===== config.mk =====
export PLATFORM = sky130hd
export DESIGN_NAME = allocation_bitmap_engine_top
export DESIGN_NICKNAME = d
export VERILOG_FILES = /design/src/design/abe_pkg.sv /design/src/design/abe_ram.sv /design/src/design/abe_datapath.sv /design/src/design/abe_ctrl.sv /design/src/design/allocation_bitmap_engine_top.sv
export SDC_FILE = /design/constraint.sdc
export NUM_CORES = 2
export LEC_CHECK = 0
export ABC_AREA = 1
export BUFFER_PORTS_ARGS = -buffer_cell sky130_fd_sc_hd__buf_2
export CAP_MARGIN = 15
export CORE_UTILIZATION = 55
export CTS_CLUSTER_DIAMETER = 50
export DETAILED_ROUTE_END_ITERATION = 8
export GPL_TIMING_DRIVEN = 0
export PLACE_DENSITY = 0.82
export SLEW_MARGIN = 10
export SYNTH_ARGS = -nofsm -noshare
export SYNTH_HDL_FRONTEND = slang
export SYNTH_SLANG_ARGS = --single-unit

===== constraint.sdc =====
create_clock -name clk -period 13.55 [get_ports clk]
set_input_delay 0.6775 -clock clk [delete_from_list [all_inputs] [get_ports clk]]
set_output_delay 0.6775 -clock clk [all_outputs]
set_load 0.02 [all_outputs]

===== src/design/abe_pkg.sv =====
// shared types and codes of the allocation bitmap engine
package abe_pkg;

  // operation codes
  localparam logic [2:0] OP_SET   = 3'd0;
  localparam logic [2:0] OP_CLEAR = 3'd1;
  localparam logic [2:0] OP_TEST  = 3'd2;
  localparam logic [2:0] OP_FIRST = 3'd3;
  localparam logic [2:0] OP_HOLE  = 3'd4;

  // status codes
  localparam logic [1:0] ST_OK    = 2'd0;
  localparam logic [1:0] ST_ZERO  = 2'd1;
  localparam logic [1:0] ST_RANGE = 2'd2;
  localparam logic [1:0] ST_NONE  = 2'd3;

  typedef struct packed {
    logic [2:0]  operation;
    logic [9:0]  bit_index;
    logic [10:0] hole_length;
  } req_t;

  typedef struct packed {
    logic [1:0] status;
    logic       bit_value;
    logic [9:0] found_index;
  } rsp_t;

  // outcome of request decode
  typedef enum logic [1:0] {
    DEC_DONE = 2'd0,
    DEC_BIT  = 2'd1,
    DEC_SCAN = 2'd2
  } dec_kind_t;

  typedef struct packed {
    logic clear;
    logic load;
    logic decode;
    logic rmw;
    logic scan;
    logic emit;
  } ctl_cmd_t;

  typedef struct packed {
    logic      clr_last;
    dec_kind_t dec_kind;
    logic      scan_done;
    logic      out_room;
  } dp_stat_t;

endpackage


===== src/design/abe_ram.sv =====
// generic single write port ram with registered read
module abe_ram #(
  parameter int WIDTH = 8,
  parameter int DEPTH = 128,
  localparam int AW = (DEPTH > 1) ? $clog2(DEPTH) : 1
) (
  input  logic             clk,
  input  logic             wr_en,
  input  logic [AW-1:0]    wr_addr,
  input  logic [WIDTH-1:0] wr_data,
  input  logic [AW-1:0]    rd_addr,
  output logic [WIDTH-1:0] rd_data
);

  logic [WIDTH-1:0] mem [DEPTH];

  always_ff @(posedge clk) begin
    if (wr_en) begin
      mem[wr_addr] <= wr_data;
    end
    rd_data <= mem[rd_addr];
  end

endmodule


===== src/design/abe_datapath.sv =====
// datapath: size register, request register, bitmap ram, run counter, result registers
module abe_datapath #(
  parameter int MAX_BYTES = 128
) (
  input  logic             clk,
  input  logic             rst,
  input  logic             cfg_write,
  input  logic [7:0]       cfg_data,
  input  abe_pkg::req_t    req,
  input  abe_pkg::ctl_cmd_t cmd,
  output abe_pkg::dp_stat_t stat,
  output logic             rsp_valid,
  input  logic             rsp_stall,
  output abe_pkg::rsp_t    rsp
);

  localparam int AW = (MAX_BYTES > 1) ? $clog2(MAX_BYTES) : 1;
  localparam int UB_MAX = (MAX_BYTES > 255) ? 255 : MAX_BYTES;

  logic [7:0]          bytes_in_use;
  logic [7:0]          used;
  logic [10:0]         nbits;
  abe_pkg::req_t       req_q;
  logic [10:0]         target;
  abe_pkg::dec_kind_t  dec_kind;
  logic [1:0]          dec_status;
  logic                is_bitop;

  logic [AW-1:0]       clr_addr;
  logic [AW-1:0]       bit_addr;
  logic                wr_en;
  logic [AW-1:0]       wr_addr;
  logic [7:0]          wr_data;
  logic [AW-1:0]       rd_addr;
  logic [7:0]          rd_data;
  logic [7:0]          mask;

  logic [7:0]          chk_cnt;
  logic [8:0]          chk_next;
  logic [10:0]         run;
  logic [10:0]         run_v;
  logic                hit_v;
  logic [2:0]          pos_v;
  logic [10:0]         found_full;
  logic                scan_last;

  logic [1:0]          res_status;
  logic                res_value;
  logic [9:0]          res_found;

  // size register
  always_ff @(posedge clk) begin
    if (rst) begin
      bytes_in_use <= '0;
    end else if (cfg_write) begin
      bytes_in_use <= cfg_data;
    end
  end

  assign used  = (bytes_in_use > 8'(UB_MAX)) ? 8'(UB_MAX) : bytes_in_use;
  assign nbits = {used, 3'b000};

  always_ff @(posedge clk) begin
    if (cmd.load) begin
      req_q <= req;
    end
  end

  // first free is a hole of length one
  assign target   = (req_q.operation == abe_pkg::OP_FIRST) ? 11'd1 : req_q.hole_length;
  assign is_bitop = (req_q.operation == abe_pkg::OP_SET) ||
                    (req_q.operation == abe_pkg::OP_CLEAR) ||
                    (req_q.operation == abe_pkg::OP_TEST);

  always_comb begin
    dec_kind   = abe_pkg::DEC_DONE;
    dec_status = abe_pkg::ST_OK;
    if (used == 8'd0) begin
      dec_status = abe_pkg::ST_ZERO;
    end else if (is_bitop) begin
      if ({1'b0, req_q.bit_index} >= nbits) begin
        dec_status = abe_pkg::ST_RANGE;
      end else begin
        dec_kind = abe_pkg::DEC_BIT;
      end
    end else if ((req_q.operation == abe_pkg::OP_FIRST) ||
                 (req_q.operation == abe_pkg::OP_HOLE)) begin
      if (target > nbits) begin
        dec_status = abe_pkg::ST_NONE;
      end else if (target != 11'd0) begin
        dec_kind = abe_pkg::DEC_SCAN;
      end
    end else begin
      dec_status = abe_pkg::ST_RANGE;
    end
  end

  // bitmap ram and its ports
  abe_ram #(
    .WIDTH (8),
    .DEPTH (MAX_BYTES)
  ) u_ram (
    .clk     (clk),
    .wr_en   (wr_en),
    .wr_addr (wr_addr),
    .wr_data (wr_data),
    .rd_addr (rd_addr),
    .rd_data (rd_data)
  );

  always_ff @(posedge clk) begin
    if (rst) begin
      clr_addr <= '0;
    end else if (cmd.clear) begin
      clr_addr <= clr_addr + AW'(1);
    end
  end

  assign bit_addr = AW'(req_q.bit_index[9:3]);
  assign mask     = 8'd1 << req_q.bit_index[2:0];
  assign chk_next = {1'b0, chk_cnt} + 9'd1;

  always_comb begin
    wr_en   = 1'b0;
    wr_addr = clr_addr;
    wr_data = '0;
    if (cmd.clear) begin
      wr_en = 1'b1;
    end else if (cmd.rmw && (req_q.operation != abe_pkg::OP_TEST)) begin
      wr_en   = 1'b1;
      wr_addr = bit_addr;
      wr_data = (req_q.operation == abe_pkg::OP_SET) ? (rd_data | mask) : (rd_data & ~mask);
    end
  end

  always_comb begin
    if (cmd.scan) begin
      rd_addr = (chk_next < {1'b0, used}) ? AW'(chk_next) : '0;
    end else if (dec_kind == abe_pkg::DEC_SCAN) begin
      rd_addr = '0;
    end else begin
      rd_addr = bit_addr;
    end
  end

  // run length over the eight bits of the byte in hand
  always_comb begin
    run_v = run;
    hit_v = 1'b0;
    pos_v = '0;
    for (int j = 0; j < 8; j++) begin
      if (!hit_v) begin
        run_v = rd_data[j] ? 11'd0 : run_v + 11'd1;
        if (run_v == target) begin
          hit_v = 1'b1;
          pos_v = 3'(j);
        end
      end
    end
  end

  assign found_full = {chk_cnt, pos_v} + 11'd1 - target;
  assign scan_last  = (chk_cnt == used - 8'd1);

  always_ff @(posedge clk) begin
    if (cmd.decode) begin
      chk_cnt <= '0;
      run     <= '0;
    end else if (cmd.scan) begin
      chk_cnt <= chk_next[7:0];
      run     <= run_v;
    end
  end

  // pending result
  always_ff @(posedge clk) begin
    if (cmd.decode && (dec_kind == abe_pkg::DEC_DONE)) begin
      res_status <= dec_status;
      res_value  <= 1'b0;
      res_found  <= '0;
    end else if (cmd.rmw) begin
      res_status <= abe_pkg::ST_OK;
      res_value  <= (req_q.operation == abe_pkg::OP_TEST) ?
                    rd_data[req_q.bit_index[2:0]] : 1'b0;
      res_found  <= '0;
    end else if (cmd.scan && (hit_v || scan_last)) begin
      res_status <= hit_v ? abe_pkg::ST_OK : abe_pkg::ST_NONE;
      res_value  <= 1'b0;
      res_found  <= hit_v ? found_full[9:0] : 10'd0;
    end
  end

  // output register
  always_ff @(posedge clk) begin
    if (rst) begin
      rsp_valid <= 1'b0;
    end else if (cmd.emit) begin
      rsp_valid <= 1'b1;
    end else if (!rsp_stall) begin
      rsp_valid <= 1'b0;
    end
  end

  always_ff @(posedge clk) begin
    if (cmd.emit) begin
      rsp.status      <= res_status;
      rsp.bit_value   <= res_value;
      rsp.found_index <= res_found;
    end
  end

  assign stat.clr_last  = (clr_addr == AW'(MAX_BYTES - 1));
  assign stat.dec_kind  = dec_kind;
  assign stat.scan_done = hit_v || scan_last;
  assign stat.out_room  = !rsp_valid || !rsp_stall;

endmodule


===== src/design/abe_ctrl.sv =====
// controller state machine of the allocation bitmap engine
module abe_ctrl (
  input  logic              clk,
  input  logic              rst,
  input  logic              req_valid,
  output logic              req_stall,
  input  abe_pkg::dp_stat_t stat,
  output abe_pkg::ctl_cmd_t cmd
);

  typedef enum logic [5:0] {
    S_CLEAR  = 6'b000001,
    S_IDLE   = 6'b000010,
    S_DECODE = 6'b000100,
    S_RMW    = 6'b001000,
    S_SCAN   = 6'b010000,
    S_RESULT = 6'b100000
  } state_t;

  state_t state;
  state_t state_next;

  always_ff @(posedge clk) begin
    if (rst) begin
      state <= S_CLEAR;
    end else begin
      state <= state_next;
    end
  end

  assign req_stall = (state != S_IDLE);

  always_comb begin
    state_next = state;
    cmd        = '0;
    unique case (state)
      S_CLEAR: begin
        cmd.clear = 1'b1;
        if (stat.clr_last) begin
          state_next = S_IDLE;
        end
      end
      S_IDLE: begin
        if (req_valid) begin
          cmd.load   = 1'b1;
          state_next = S_DECODE;
        end
      end
      S_DECODE: begin
        cmd.decode = 1'b1;
        unique case (stat.dec_kind)
          abe_pkg::DEC_BIT:  state_next = S_RMW;
          abe_pkg::DEC_SCAN: state_next = S_SCAN;
          default:           state_next = S_RESULT;
        endcase
      end
      S_RMW: begin
        cmd.rmw    = 1'b1;
        state_next = S_RESULT;
      end
      S_SCAN: begin
        cmd.scan = 1'b1;
        if (stat.scan_done) begin
          state_next = S_RESULT;
        end
      end
      S_RESULT: begin
        if (stat.out_room) begin
          cmd.emit   = 1'b1;
          state_next = S_IDLE;
        end
      end
      default: begin
        state_next = S_IDLE;
      end
    endcase
  end

endmodule


===== src/design/allocation_bitmap_engine_top.sv =====
// top level of the first-fit allocation bitmap engine
//
//  channel   signals                      direction  moves
//  request   req_valid, req_stall, req    in         operation, bit_index, hole_length
//  response  rsp_valid, rsp_stall, rsp    out        status, bit_value, found_index
//  config    cfg_write, cfg_data          in         bytes_in_use
//
// one request at a time; a search reads n bytes, where n is the number of bytes
// scanned (at most the bytes in use), one ram read per cycle over the bitmap
// after reset a clearing pass writes zero to every byte with requests stalled;
// configuration writes are taken throughout
// a finished response waits in the output register while the next request is taken;
// a stalled response only holds back the following result, not acceptance
module allocation_bitmap_engine_top #(
  parameter int MAX_BYTES = 128
) (
  input  logic          clk,
  input  logic          rst,
  // configuration
  input  logic          cfg_write,
  input  logic [7:0]    cfg_data,
  // request channel
  input  logic          req_valid,
  output logic          req_stall,
  input  abe_pkg::req_t req,
  // response channel
  output logic          rsp_valid,
  input  logic          rsp_stall,
  output abe_pkg::rsp_t rsp
);

  // command and status between controller and datapath
  abe_pkg::ctl_cmd_t cmd;
  abe_pkg::dp_stat_t stat;

  // sequencer: clearing pass, decode, read-modify-write, byte scan, result hand-off
  abe_ctrl u_ctrl (
    .clk       (clk),
    .rst       (rst),
    .req_valid (req_valid),
    .req_stall (req_stall),
    .stat      (stat),
    .cmd       (cmd)
  );

  // bitmap ram, size register, run counter and output register
  abe_datapath #(
    .MAX_BYTES (MAX_BYTES)
  ) u_datapath (
    .clk       (clk),
    .rst       (rst),
    .cfg_write (cfg_write),
    .cfg_data  (cfg_data),
    .req       (req),
    .cmd       (cmd),
    .stat      (stat),
    .rsp_valid (rsp_valid),
    .rsp_stall (rsp_stall),
    .rsp       (rsp)
  );

endmodule

Yosys cells after proc, flatten, opt, wreduce, memory -nomap -nowiden. Memories as Yosys holds them, arrays and structs flattened. A register that Yosys moved wholly into a read port is not among the register bits. Index checks and enable logic that the tools add are counted. W data, S select, Z words.

Flip-flop bits (word level): 91. RAM bits: 1024. Bits of input ports: 37. Output and inout bits: 15. Word-level logic and storage cells: 180. Memories: 1.

Memories: u_datapath.u_ram.mem (depth 128, width 8, rd ports 1, clocked after memory_dff 1, wr ports 1, line abe_ram.sv:15) `logic [WIDTH-1:0] mem [DEPTH];`.

Add/sub/neg operators: 13. Magnitude comparators: 5. Eq/ne operators: 29. Shift operators: 1. Multiplexer cells: 95. Bitwise logic cells: 3. Reduce and logical (&&, ||, !) cells: 18.

Operator list (count): $mux W11 (16); $add A11 B1 Y11 const B (8); $eq A11 B11 Y1 (8); $mux W3 (13); $pmux W6 S6 (1); $mux W1 (35); $mux W7 (5); $mux W8 (4); $mux W2 (14); $mux W6 (4); $pmux W6 S2 (1); $ge A10 B11 Y1 (1); $gt A11 B11 Y1 (1); $reduce_bool A11 Y1 (1); $add A10 B1 Y10 const B (1); $mux W10 (1); $sub A10 B10 Y10 (1); $add A8 B1 Y9 const B (1); $lt A9 B8 Y1 (1); $and A8 B8 Y8 (1); $eq A8 B8 Y1 (1); $gt A8 B8 Y1 const B (1); $logic_not A8 Y1 (1); $ne A2 B2 Y1 const B (4); 31 further kinds (39).

Depth between registers and ports, before layout.
Depth in word-level cells: 30. Mapped depth: 84.

By module. From an unflattened synthesis, not the netlist that was laid out.

Cells, all modules: 5382. Area, all modules: 52883.2 µm².

Modules (own cells, without submodules): abe_ram (instances 1, cells each 3575, area an instance 42104.1 µm², seq. area each 30909.6 µm²); abe_datapath (instances 1, cells each 1742, area an instance 10382.5 µm², seq. area each 2092.0 µm²); abe_ctrl (instances 1, cells each 65, area an instance 396.6 µm², seq. area each 120.1 µm²).

Worst setup path before layout. OpenSTA, ideal clock, no wires.

Kind: reg-to-reg. Start: register u_datapath.run[0]. End: register u_datapath.res_found[9]. Library setup time: 0.118 ns. Arrival time: 8.912 ns. Data required time: 13.432 ns. Path slack: 4.521 ns. Cell stages (with the launch flop): 78. Period minus slack after synthesis: 9.029 ns. Path through: dfxtp_1 -> ha_1 -> nand2_2 -> nor2_2 -> inv_2 -> nand3_1 -> inv_1 -> nand2_1 -> nand2_1 -> nor2_1 -> nand2_2 -> nor2_8 -> nand2_4 -> nand2_1 -> nand2_1 -> ha_1 -> nand2_1 -> inv_1 -> (+42 left out) -> a21oi_1 -> ha_1 -> inv_1 -> ha_1 -> fa_1 -> a21oi_1 -> nor2_1 -> nor2_1 -> nor2_1 -> nor2_1 -> nor2_1 -> nor2_1 -> nor2_1 -> nor2_1 -> nor2_1 -> nor2_1 -> xnor2_1 -> o21ai_2.

Cells in the longest elaborated chain, start to end: 28. Elaborated cells on any way between the ends: 64. Those cells by class: 10 x add/sub; 8 x eq/ne; 44 x mux; 2 x reduce/logical.

RTL lines: start: declaration (line abe_datapath.sv:40) `logic [10:0] run;`; start signal: assignment (line abe_datapath.sv:171) `run <= run_v;`; $add A11 B1 Y11 * (line abe_datapath.sv:153) `run_v = rd_data[j] ? 11'd0 : run_v + 11'd1;`; $mux W11 * (line abe_datapath.sv:153); $add A11 B1 Y11 or $eq A11 B11 Y1 (tied branches) (line abe_datapath.sv:153, abe_datapath.sv:154); $mux W11 or $mux W1 (tied branches) (line abe_datapath.sv:153, abe_datapath.sv:154); $mux W11 or $eq A11 B11 Y1 (tied branches) (line abe_datapath.sv:152, abe_datapath.sv:154); $add A11 B1 Y11 or $mux W1 (tied branches) (line abe_datapath.sv:153, abe_datapath.sv:154); $mux W11 or $mux W1 (tied branches) (line abe_datapath.sv:153, abe_datapath.sv:152); $mux W11 or $eq A11 B11 Y1 (tied branches) (line abe_datapath.sv:152, abe_datapath.sv:154); (+12 left out); $add A11 B1 Y11 (line abe_datapath.sv:153); $mux W11 (line abe_datapath.sv:153); $eq A11 B11 Y1 (line abe_datapath.sv:154) `if (run_v == target) begin`; $mux W3 (line abe_datapath.sv:154); $mux W3 (line abe_datapath.sv:152) `if (!hit_v) begin`; $add A10 B1 Y10 (line abe_datapath.sv:162) `assign found_full = {chk_cnt, pos_v} + 11'd1 - target;`; $sub A10 B10 Y10 (line abe_datapath.sv:162); $mux W10 (line abe_datapath.sv:189) `res_found <= hit_v ? found_full[9:0] : 10'd0;`; end signal: assignment (line abe_datapath.sv:189); end: declaration (line abe_datapath.sv:49) `logic [9:0] res_found;`.

Mark *: on every way between the ends. The rest lies on a longest branch, timed or not. A chain may end at the register's enable or synchronous reset.

Worst setup path after layout.
Start: register u_datapath.req_q[23] (netlist bit). End: register u_datapath.res_found[9].

Cells in the longest elaborated chain, start to end: 28. Elaborated cells on any way between the ends: 79. Those cells by class: 8 x add/sub; 1 x order compare; 12 x eq/ne; 48 x mux; 10 x reduce/logical.

RTL lines: start: declaration (line abe_datapath.sv:23) `abe_pkg::req_t req_q;`; start signal: assignment (line abe_datapath.sv:65) `req_q <= req;`; $eq A3 B2 Y1 (line abe_datapath.sv:70, abe_datapath.sv:86); $mux W11 (line abe_datapath.sv:70) `assign target = (req_q.operation == abe_pkg::OP_FIRST) ? 11'd1 : req_q.hole_length;`; $eq A11 B11 Y1 (line abe_datapath.sv:154); $mux W1 (line abe_datapath.sv:154); $mux W11 (line abe_datapath.sv:152); $add A11 B1 Y11 (line abe_datapath.sv:153); $mux W11 (line abe_datapath.sv:153); $mux W11 or $eq A11 B11 Y1 (tied branches) (line abe_datapath.sv:152, abe_datapath.sv:154); (+12 left out); $add A11 B1 Y11 (line abe_datapath.sv:153); $mux W11 (line abe_datapath.sv:153); $eq A11 B11 Y1 (line abe_datapath.sv:154); $mux W3 (line abe_datapath.sv:154); $mux W3 (line abe_datapath.sv:152); $add A10 B1 Y10 (line abe_datapath.sv:162); $sub A10 B10 Y10 (line abe_datapath.sv:162); $mux W10 (line abe_datapath.sv:189).

Several ways; a longest one is shown, not always the timed one.

==> impl_metrics.yaml <==
global_routing:
  grt_max_degree: 46
  grtUsageTotal: 0.341
  grt_pass1_vias: 38500
  overflow: 0
  grt_pass1_wl_mm: 240
  grt_antenna_before_repair: 1
routing:
  remaining_drc_errors: 0
  drt_iter0_drc: 6130
  wl_per_cell_um: 25.6
  vias: 41500
  dr.pass1.iters: 6
  drt-total-wl_mm: 166
  ant_nets: 0
  routed_via_density: 6.40
placement:
  portBuffers: 51
  place.gp.congestion: 1.01
  hpwl_mm: 115
  post-place-cells: 6260
synthesis:
  yosys_most_used_dff: "edfxtp_1"
  ys_warn_count: 0
  synth-edff-count: 1063
  syn_area_sq_mm: 0.0519
  yosysUniqueCellTypes: 61
  postSynthCellCount: 4920
  syn_avg_cell_area_sq_um: 10.5
  ys_ff_latch: 1123
  syn-num-nets: 5013
  postSynth.asyncResetShare: 0
  yosysSeqAreaShare: 0.638
setup_path:
  r2r_end: "u_datapath.res_found[9]"
  critPathMostFrequentCell: "nand2_1"
  start_kind: "register"
  ff2ff_path_depth: 77
  endpoint_kind: "register"
  worst_r2r_startpoint: "u_datapath.req_q[23]"
  path_max_fanout: 10
  crit_type: "register to register"
  critPathMaxStageDelay_ps: 460
  critical_path_arrival_ps: 11610
  reg2reg_slack_ps: 2550
  cp_slowest_cell: "edfxtp_1"
  required_ps: 14160
cells_and_area:
  syn_to_final_growth_pct: 12.3
  fin_util: 0.625
  final_cells: 6479
  nNetsFinal: 5219
  drive_gt1_frac: 0.104
timing:
  min_period_over_period: 0.812
  fin_tns_setup_ps: 0
  hold_viol_final: 0
  worst_pin_slew_ps: 1350
  whs_ps: 138
  fin_crit_ps: 11000
  final-setup-viol-count: 0
  relSlewSlack: 0.0986
  grt_setup_unrepaired: "false"
  finClkSkew_ps: 56.8
  max_freq_ghz: 0.0909
  slew_violations: 0
power_and_ir_drop:
  p_total_mw: 8.13
  leakagePower_nw: 18.5
  vdd.ir_drop.worst_uv: 106
  p_per_area_mw_per_mm2: 139
cts:
  clk_path_buf_depth: 3
  clkSinkCount: 1123
  cts_resized: 0
  postCtsHoldBufs: 0
  cts_buffers: 117
  clk_pin_slew_ps: 60
  cts-root-buf: "clkbuf_16"
  cts_tree: "done"
  h-tree-depth: 3
  insertion_delay_ps: 730
  cts_setup_buffers: 0
run:
  maxCapViolations: 0
status:
  status: "finished clean"
die:
  die_y_um: 309
  dieArea_sq_mm: 0.0956
  rows: 112
  ios: 52
  initial_utilization: 0.556
  die_w_um: 309
  coreArea_sq_mm: 0.0933
worst_hold_path:
  hp-start: "req[9]"
  hold_path_class: "input port to register"
  hold-path-endpoint: "u_datapath.req_q[9]"
  whs_path_depth: 1
## critical path: cells and delay by family, from the launching register on
kind	cells	cell delay (ps)
AO/OA/AOI/OAI	7	810
XOR/XNOR	1	150
adder cells (fa/ha/maj)	7	1910
buffers and inverters	8	900
flip-flops	1	460
AND/OR/NAND/NOR	54	6620
## sequential cells by signal (all words and copies together), names as in the netlist, 6 cells and up
| signal | cells |
|---|---|
| u_datapath.bit_addr | 7 |
| u_datapath.chk_cnt | 8 |
| u_datapath.rsp | 13 |
| u_datapath.res_found | 10 |
| u_datapath.req_q | 17 |
| u_datapath.u_ram.rd_data | 8 |
| u_datapath.clr_addr | 7 |
| u_datapath.bytes_in_use | 8 |
| u_ctrl.state | 6 |
| u_datapath.u_ram.mem | 1024 |
| u_datapath.run | 11 |
## report_power, final
| part | internal, mW | leakage (nW) | total (mW) | switching (mW) |
|---|---|---|---|---|
| Clock | 1.82 | 1.88 | 3.23 | 1.40 |
| Sequential | 3.79 | 8.59 | 3.82 | 0.0308 |
| Combinational | 0.257 | 8.02 | 1.08 | 0.823 |
| Total | 5.87 | 18.5 | 8.13 | 2.26 |
## final cells by class
cell class              count  area (sq um)
flip-flops and latches   1123         33100
well taps                1254          1570
inverters                 224           852
fillers                  7176         35000
clock buffers             134          3060
diodes                      1          2.50
multi-input cells        3298         16800
clock inverters            83           796
plain buffers             275          1260
repair buffers             87           870
## cell usage after synthesis (4+ instances only)
library cell  number  area, sq um
o211ai_1          43          323
xor2_1            38          333
o21ai_2           12          105
a21oi_1           58          290
inv_1            184          691
nor4_1             6         37.5
dfxtp_1           60         1200
o21bai_1           4         30.0
o22ai_1          292         1830
buf_1              9         33.8
o221ai_1          32          280
a31oi_1            9         56.3
inv_4              4         25.0
o21ai_0          686         3430
nand2_4           23          259
edfxtp_1        1063        31900
nand4_1           77          482
clkbuf_1         231          867
nor3_1            21          105
nand3b_1           5         37.5
clkinv_1          10         37.5
buf_4              5         37.5
nand3_1          206         1030
nand2_2           69          432
o21ai_1           17         85.1
buf_2              7         35.0
nand2_1          552         2070
nor2_1           973         3650
nand3_2           35          350
xnor2_1            6         52.6
o31ai_1            7         52.6
nor2_4            11          124
nor2_2            33          206
nor2_8             4         80.1
ha_1              55          688
inv_2             25         93.8
buf_6             17          191
## logic make-up (layout without fill, tap and decap cells)
group                    Yosys count  in the layout  share of synthesized area
buffers and inverters            499            803                     0.0406
XOR/XNOR                          44             44                    0.00743
flip-flops                      1123           1123                      0.638
adder cells (fa/ha/maj)           56             56                     0.0136
other                              0              1                          0
AND/OR/NAND/NOR                 2021           2021                      0.172
AO/OA/AOI/OAI                   1177           1177                      0.128
## through the flow
step | setup WS [ps] | area [sq um]
floorplan | 4520 | 51900
global placement | -4010 | 53700
detailed placement | 2760 | 54400
CTS | 2720 | 58300
global route | 1550 | 58300
finish | 2550 | 58300
## placed cells by master (no fill, tap or decap), types with 43 or more instances in the layout
cell type | synthesis | routed
o21ai_0 | 686 | 686
nand4_1 | 77 | 77
ha_1 | 55 | 55
nor2_1 | 973 | 967
buf_2 | 7 | 59
clkbuf_1 | 231 | 242
dfxtp_1 | 60 | 60
nand3_1 | 206 | 206
o211ai_1 | 43 | 43
edfxtp_1 | 1063 | 1063
nand2_1 | 552 | 552
inv_1 | 184 | 184
a21oi_1 | 58 | 58
o22ai_1 | 292 | 291
nand2_2 | 69 | 69
clkbuf_16 | 0 | 120
## worst max path at each step
stage	cells past startpoint	slack (ps)	endpoint	startpoint
2_1_floorplan	77	4520	u_datapath.res_found[9]	u_datapath.run[0]
3_3_place_gp	9	-4010	u_datapath.u_ram.mem[19][4]	u_ctrl.state[1]
3_5_place_dp	75	2760	u_datapath.res_found[9]	u_datapath.req_q[22]
4_1_cts	75	2720	u_datapath.res_found[9]	u_datapath.req_q[22]
5_1_grt	75	1550	u_datapath.res_found[9]	u_datapath.req_q[22]
6_report	77	2550	u_datapath.res_found[9]	u_datapath.req_q[23]
## per-layer routing
layer / wire length (um) / track usage
met5: 13 / 0
met4: 9780 / 0.185
met2: 75800 / 0.537
met1: 60200 / 0.439
met3: 20000 / 0.0813
No activity file was read; power rests on OpenSTA's default activity.
